**config.mk**
```make
export PLATFORM = sky130hd
export DESIGN_NAME = signature_length_packet_deframer_unit
export DESIGN_NICKNAME = d
export VERILOG_FILES = /design/src/rtl/slpd_pkg.sv /design/src/rtl/slpd_parse.sv /design/src/rtl/signature_length_packet_deframer_unit.sv
export SDC_FILE = /design/constraint.sdc
export NUM_CORES = 1
export LEC_CHECK = 0
export ABC_AREA = 1
export BUFFER_PORTS_ARGS = -buffer_cell sky130_fd_sc_hd__buf_2
export CELL_PAD_IN_SITES_DETAIL_PLACEMENT = 0
export CELL_PAD_IN_SITES_GLOBAL_PLACEMENT = 2
export CORE_ASPECT_RATIO = 0.5
export CORE_MARGIN = 2
export CORE_UTILIZATION = 36
export CTS_CLUSTER_DIAMETER = 200
export DETAILED_ROUTE_END_ITERATION = 10
export PLACE_DENSITY_LB_ADDON = 0.3
export SLEW_MARGIN = 20
export SYNTH_ARGS = -nofsm -noshare
export SYNTH_HDL_FRONTEND = slang
export SYNTH_HIERARCHICAL = 1
export SYNTH_SLANG_ARGS = --single-unit
```
**constraint.sdc**
```tcl
create_clock -name i_clk -period 7.55 [get_ports i_clk]
set_clock_uncertainty 0.1 [all_clocks]
set_input_delay 0.3775 -clock i_clk [delete_from_list [all_inputs] [get_ports i_clk]]
set_output_delay 0.3775 -clock i_clk [all_outputs]
set_load 0.05 [all_outputs]
```
**src/rtl/slpd_pkg.sv**
```systemverilog
`default_nettype none

package slpd_pkg;

    localparam int unsigned BYTE_W    = 8;
    localparam int unsigned LEN_W     = 31;
    localparam int unsigned HDR_CNT_W = 3;
    localparam int unsigned HDR_KEEP_W = 56;

    localparam logic [31:0]      SIGNATURE_WORD = 32'hdeadbeef;
    localparam logic [LEN_W-1:0] DEFAULT_MAX_PACKET = 31'd10240;

    typedef enum logic [1:0] {
        KIND_BODY    = 2'd0,
        KIND_BAD_SIG = 2'd1,
        KIND_BAD_LEN = 2'd2
    } t_kind;

    typedef struct packed {
        logic              valid;
        logic [BYTE_W-1:0] body_data;
        logic              first;
        logic              last;
        t_kind             kind;
    } t_result;

endpackage

`default_nettype wire

```
**src/rtl/slpd_parse.sv**
```systemverilog
`default_nettype none

module slpd_parse (
    input  wire logic                          i_clk,
    input  wire logic                          i_rst_n,
    input  wire logic                          i_advance,
    input  wire logic [slpd_pkg::BYTE_W-1:0]   i_byte,
    input  wire logic [slpd_pkg::LEN_W-1:0]    i_max_packet_size,
    output slpd_pkg::t_result                  o_result
);
    import slpd_pkg::*;

    logic                  r_want_header;
    logic [HDR_CNT_W-1:0]  r_header_count;
    logic [HDR_KEEP_W-1:0] r_header_shift;
    logic [LEN_W-1:0]      r_body_remaining;
    logic                  r_at_body_start;

    logic                  n_want_header;
    logic [HDR_CNT_W-1:0]  n_header_count;
    logic [HDR_KEEP_W-1:0] n_header_shift;
    logic [LEN_W-1:0]      n_body_remaining;
    logic                  n_at_body_start;

    logic [63:0]           full_header;
    logic [31:0]           sig_word;
    logic [31:0]           len_word;
    logic [LEN_W-1:0]      remaining_dec;

    assign full_header   = {r_header_shift, i_byte};
    assign sig_word      = full_header[63:32];
    assign len_word      = full_header[31:0];
    assign remaining_dec = r_body_remaining - LEN_W'(1);

    always_comb begin
        n_want_header    = r_want_header;
        n_header_count   = r_header_count;
        n_header_shift   = r_header_shift;
        n_body_remaining = r_body_remaining;
        n_at_body_start  = r_at_body_start;
        o_result         = '0;
        o_result.kind    = KIND_BODY;

        if (r_want_header || r_body_remaining == '0) begin
            n_want_header  = 1'b1;
            n_header_shift = full_header[HDR_KEEP_W-1:0];
            n_header_count = r_header_count + HDR_CNT_W'(1);
            if (r_header_count == '1) begin
                n_header_shift = '0;
                if (sig_word != SIGNATURE_WORD) begin
                    o_result.valid = 1'b1;
                    o_result.kind  = KIND_BAD_SIG;
                end else if (len_word[31] || len_word[LEN_W-1:0] > i_max_packet_size) begin
                    o_result.valid = 1'b1;
                    o_result.kind  = KIND_BAD_LEN;
                end else if (len_word != '0) begin
                    n_body_remaining = len_word[LEN_W-1:0];
                    n_want_header    = 1'b0;
                    n_at_body_start  = 1'b1;
                end
            end
        end else begin
            o_result.valid     = 1'b1;
            o_result.body_data = i_byte;
            o_result.first     = r_at_body_start;
            o_result.last      = (r_body_remaining == LEN_W'(1));
            o_result.kind      = KIND_BODY;
            n_at_body_start    = 1'b0;
            n_body_remaining   = remaining_dec;
            if (remaining_dec == '0) begin
                n_want_header  = 1'b1;
                n_header_count = '0;
                n_header_shift = '0;
            end
        end
    end

    always_ff @(posedge i_clk) begin
        if (!i_rst_n) begin
            r_want_header    <= 1'b1;
            r_header_count   <= '0;
            r_header_shift   <= '0;
            r_body_remaining <= '0;
            r_at_body_start  <= 1'b0;
        end else if (i_advance) begin
            r_want_header    <= n_want_header;
            r_header_count   <= n_header_count;
            r_header_shift   <= n_header_shift;
            r_body_remaining <= n_body_remaining;
            r_at_body_start  <= n_at_body_start;
        end
    end

endmodule

`default_nettype wire

```
**src/rtl/signature_length_packet_deframer_unit.sv**
```systemverilog
// Datapath: input register, combinational parser, then result register.
// Throughput: one stream byte per cycle; the input register and the result register
// each take a new transfer whenever the result register is empty or being drained.
// Reset: synchronous, active low; clears both pipeline registers, restarts header
// hunting and loads max_packet_size with 10240.
`default_nettype none

module signature_length_packet_deframer_unit (
    input  wire logic                          i_clk,
    input  wire logic                          i_rst_n,
    input  wire logic                          i_in_valid,
    output      logic                          o_in_stall,
    input  wire logic [slpd_pkg::BYTE_W-1:0]   i_stream_byte,
    output      logic                          o_out_valid,
    input  wire logic                          i_out_stall,
    output      logic [slpd_pkg::BYTE_W-1:0]   o_body_byte,
    output      logic                          o_first_of_packet,
    output      logic                          o_last_of_packet,
    output      logic [1:0]                    o_result_kind,
    input  wire logic                          psel,
    input  wire logic                          penable,
    input  wire logic                          pwrite,
    input  wire logic [2:0]                    paddr,
    input  wire logic [31:0]                   pwdata,
    output      logic [31:0]                   prdata,
    output      logic                          pready
);
    import slpd_pkg::*;

    logic [LEN_W-1:0]  r_max_packet_size;
    logic              r_in_valid;
    logic [BYTE_W-1:0] r_in_byte;
    logic              r_out_valid;
    t_result           r_out;

    logic              out_free;
    logic              advance;
    t_result           parse_result;

    assign pready   = 1'b1;
    assign prdata   = (paddr[2] == 1'b0) ? {1'b0, r_max_packet_size} : '0;

    assign out_free   = !r_out_valid || !i_out_stall;
    assign advance    = r_in_valid && out_free;
    assign o_in_stall = r_in_valid && !out_free;

    always_ff @(posedge i_clk) begin
        if (!i_rst_n) begin
            r_max_packet_size <= DEFAULT_MAX_PACKET;
        end else if (psel && penable && pwrite && paddr[2] == 1'b0) begin
            r_max_packet_size <= pwdata[LEN_W-1:0];
        end
    end

    slpd_parse u_parse (
        .i_clk             (i_clk),
        .i_rst_n           (i_rst_n),
        .i_advance         (advance),
        .i_byte            (r_in_byte),
        .i_max_packet_size (r_max_packet_size),
        .o_result          (parse_result)
    );

    always_ff @(posedge i_clk) begin
        if (!i_rst_n) begin
            r_in_valid <= 1'b0;
        end else if (out_free || !r_in_valid) begin
            r_in_valid <= i_in_valid;
        end
    end

    always_ff @(posedge i_clk) begin
        if (out_free || !r_in_valid) begin
            r_in_byte <= i_stream_byte;
        end
    end

    always_ff @(posedge i_clk) begin
        if (!i_rst_n) begin
            r_out_valid <= 1'b0;
        end else if (out_free) begin
            r_out_valid <= r_in_valid && parse_result.valid;
        end
    end

    always_ff @(posedge i_clk) begin
        if (out_free) begin
            r_out <= parse_result;
        end
    end

    assign o_out_valid       = r_out_valid;
    assign o_body_byte       = r_out.body_data;
    assign o_first_of_packet = r_out.first;
    assign o_last_of_packet  = r_out.last;
    assign o_result_kind     = r_out.kind;

    a_kind_legal: assert property (@(posedge i_clk) disable iff (!i_rst_n)
        o_out_valid |-> (o_result_kind == KIND_BODY || o_result_kind == KIND_BAD_SIG
                         || o_result_kind == KIND_BAD_LEN))
        else $error("result kind out of range");

    a_error_clean: assert property (@(posedge i_clk) disable iff (!i_rst_n)
        (o_out_valid && o_result_kind != KIND_BODY)
            |-> (o_body_byte == '0 && !o_first_of_packet && !o_last_of_packet))
        else $error("error result carries body fields");

    a_no_drop: assert property (@(posedge i_clk) disable iff (!i_rst_n)
        (r_in_valid && !advance) |=> (r_in_valid && $stable(r_in_byte)))
        else $error("held input transfer lost");

    a_out_hold: assert property (@(posedge i_clk) disable iff (!i_rst_n)
        (r_out_valid && i_out_stall) |=> (r_out_valid && $stable(r_out)))
        else $error("stalled result changed");

    a_stall_only_when_full: assert property (@(posedge i_clk) disable iff (!i_rst_n)
        o_in_stall |-> (r_in_valid && r_out_valid))
        else $error("input stalled with free result register");

endmodule

`default_nettype wire
```
==> flow_metrics.py <==
metrics = {
    "run_status": {
        "outcome": "complete, no violations",
    },
    "routing": {
        "firstDrtPassIters": 5,
        "wl_um": 29400,
        "antenna_left": 0,
        "drt-vias-per-instance": 4.85,
        "routedWlPerCell_um": 15.5,
        "drc_errors": 0,
        "vias": 9179,
        "drt_iter0_drc": 609,
    },
    "global_route": {
        "grt_use_total": 0.211,
        "grt_pass1_vias": 8760,
        "grt-ovfl-total": 0,
        "grt_first_pass_wirelength_um": 47100,
        "grt_max_degree": 77,
        "antenna_found_initial": 0,
    },
    "floorplanning": {
        "core.rowCount": 42,
        "coreArea_um2": 26400,
        "ioPinCount": 97,
        "die_height_um": 120,
        "die_w_um": 236,
        "initial_core_util": 0.366,
        "dieArea_um2": 28300,
    },
    "timing": {
        "fin_crit_sh": 0.491,
        "hold_viol": 0,
        "setup_tns_ps": 0,
        "max_slew_margin": 0.449,
        "setup_viol": 0,
        "slew_viol_final": 0,
        "tightest_slew_ps": 827,
        "rsz0062_at_grt": "false",
        "min_period_ps": 3700,
        "fmax_mhz": 270,
    },
    "synthesis": {
        "synthSimpleGateAreaFrac": 0.445,
        "ys_types": 36,
        "synth_area_um2": 9680,
        "netlist.top_cell.by_area": "dfxtp_1",
        "synthAdderAreaFrac": 0.0478,
        "seq_area_frac_synth": 0.320,
        "synth_nets": 1565,
        "synth_compound_area_frac": 0.0496,
        "synthMuxAreaShare": 0,
        "avgSynthCellArea_um2": 6.55,
        "yosysWarnings": 6,
        "ys_ff_latch": 145,
        "synth_xor_area_frac": 0.00620,
        "synth_area_leaders": "dfxtp_1, nor2_1, nand2_1, inv_1, edfxtp_1",
        "synthCells": 1478,
        "synth_top_area_share": 0.258,
        "synth_top_family_by_area": "simple AND/OR/NAND/NOR gates",
    },
    "critical_path": {
        "path_cells": "inv_1 -> ha_1 -> nand2_4 -> nor2_8 -> nand3_1 -> xor2_1 -> nor2_1 -> nand3_1 -> nor2_2 -> nand3_2 -> buf_4 -> nand2_1 -> nor2_1 -> nor2_1",
        "worstPathArrival_ps": 3930,
        "crit_path_frequent_cell": "nor2_1",
        "slowest_stage": "buf_4",
        "max_stage_delay_ps": 590,
        "path_max_fanout": 47,
        "reg2reg_depth": 14,
        "worstSetupEndpointType": "flip-flop",
        "startpoint_type": "flip-flop",
        "worstSetupPathType": "reg -> reg",
        "cp_data_required_time_ps": 7780,
    },
    "power": {
        "vdd_drop_max_mv": 0.128,
        "p_leak_nw": 5.40,
        "power.switching_w": 0.000557,
        "p_sw_frac": 0.291,
        "power_frac_clock": 0.430,
        "power_frac_comb": 0.130,
        "p_int_w": 0.00136,
        "power_density_nw_per_um2": 177,
        "p_seq_frac": 0.440,
    },
    "clocking": {
        "cts_tree": "built",
        "clk_path_buf_depth": 2,
        "clkSlewWorstSetupHoldPaths_ps": 70,
        "post_cts_buffers": 0,
        "clock-sinks": 145,
        "cts_made_buffers": 17,
        "cts_resized": 0,
        "cts_root_buf": "clkbuf_16",
        "clock_latency_ps": 430,
        "cts.htree.levels": 4,
        "hold_buffers": 6,
    },
    "place": {
        "portBuffers": 91,
        "place_area_um2": 10200,
        "gp_congestion": 0.868,
        "hpwl_um": 21000,
        "dp_cells": 1854,
    },
    "layout": {
        "diodes": 0,
        "fin_nets": 1614,
        "final_util": 0.408,
        "num-fill-cells": 2894,
        "area_delta_synth_final_pct": 11.3,
        "design_area_um2": 10800,
        "layout-drive-gt1-share": 0.168,
        "stdcell_count": 1892,
    },
    "min_path": {
        "whs_path_depth": 1,
        "hold_class": "in -> reg",
    },
    "run": {
        "maxCapViolCount": 0,
    },
}
## registers in the layout, indices dropped and copies added (netlist names)
register and count:
o_body_byte 8, o_first_of_packet 1, o_last_of_packet 1, o_out_valid 1
o_result_kind 2, r_in_byte 8, r_in_valid 1, r_max_packet_size 31
u_parse/r_at_body_start 1, u_parse/r_body_remaining 31, u_parse/r_header_count 3, u_parse/r_header_shift 56
u_parse/r_want_header 1
## cells by family (layout without fill, tap and decap cells)
logic type      count (synthesis)  count (layout)
compound gates                 94              94
xor+xnor                        6               6
fa+ha+maj                      37              37
buf+inv                       276             338
flops                         145             145
other cells                     2               2
simple gates                  918             918
## cell type report
| cell class | count | area, µm² | area share |
|---|---|---|---|
| multi-input combinational | 1057 | 5340 | 0.496 |
| clock inverter | 15 | 135 | 0.0125 |
| inverter | 202 | 758 | 0.0704 |
| sequential | 145 | 3100 | 0.288 |
| clock buffer | 17 | 425 | 0.0395 |
| tap | 352 | 440 | 0.0409 |
| timing repair buffer | 104 | 571 | 0.0529 |
## worst paths after layout
check	from	slack [ps]	to
setup / recovery	u_parse/r_body_remaining[0]	3850	u_parse/r_header_shift[28]
hold / removal	i_stream_byte[5]	30	r_in_byte[5]
setup reg to reg	u_parse/r_body_remaining[0]	3850	u_parse/r_header_shift[28]
hold reg to reg	u_parse/r_at_body_start	370	u_parse/r_at_body_start
## metal layers
metal,vias to the layer above,global-route usage,share of wire
met3,20,0.0350,0.048
met1,4227,0.313,0.53
met4,0,0.0533,0.011
li1,4700,-,-
met2,232,0.315,0.42
met5,-,0,0
## cells in the mapped netlist (all sizes together)
cell type	count
nand3	135
a21o	2
ha	37
dfxtp	125
a21oi	60
and2	1
edfxtp	20
o21a	2
nand4	24
inv	202
xor2	5
conb	2
nand3b	29
buf	52
nor3	18
nand2	309
nor4	13
nor3b	1
nor2	388
xnor2	1
o21ai	30
clkbuf	22
## worst max-delay path: cells and delay by family, from the launching register on
family | cells | cell delay, ps
xor+xnor | 1 | 320
fa+ha+maj | 1 | 390
buf+inv | 2 | 760
flops | 1 | 340
simple gates | 10 | 1680
## power by group through the flow
stage,logic [W],clock network [W],registers (W)
detailed placement,0.000247,0,0.000858
global placement,0.000242,0,0.000858
global route,0.000284,0.000873,0.000844
finish,0.000249,0.000822,0.000841
floorplan,0.000198,0,0.000842
CTS,0.000250,0.000846,0.000841
## layout by cell type, fill, tap and decap left out, drive strengths merged, types with 29 or more instances in the layout
| master | instances |
|---|---|
| nand3b | 29 |
| a21oi | 60 |
| o21ai | 30 |
| nor2 | 388 |
| buf | 98 |
| ha | 37 |
| nand2 | 309 |
| nand3 | 135 |
| dfxtp | 125 |
| inv | 206 |
## per-stage QoR
step / power [W] / hold WS [ps] / worst slack, ps
final: 0.00191 / 29.4 / 3850
after global routing: 0.00200 / 11.7 / 3560
after CTS: 0.00194 / 4.30 / 3810
after detailed placement: 0.00110 / 359 / 3810
after global placement: 0.00110 / 351 / 3840
after floorplan: 0.00104 / 340 / 4920
No activity file was read; power rests on OpenSTA's default activity.
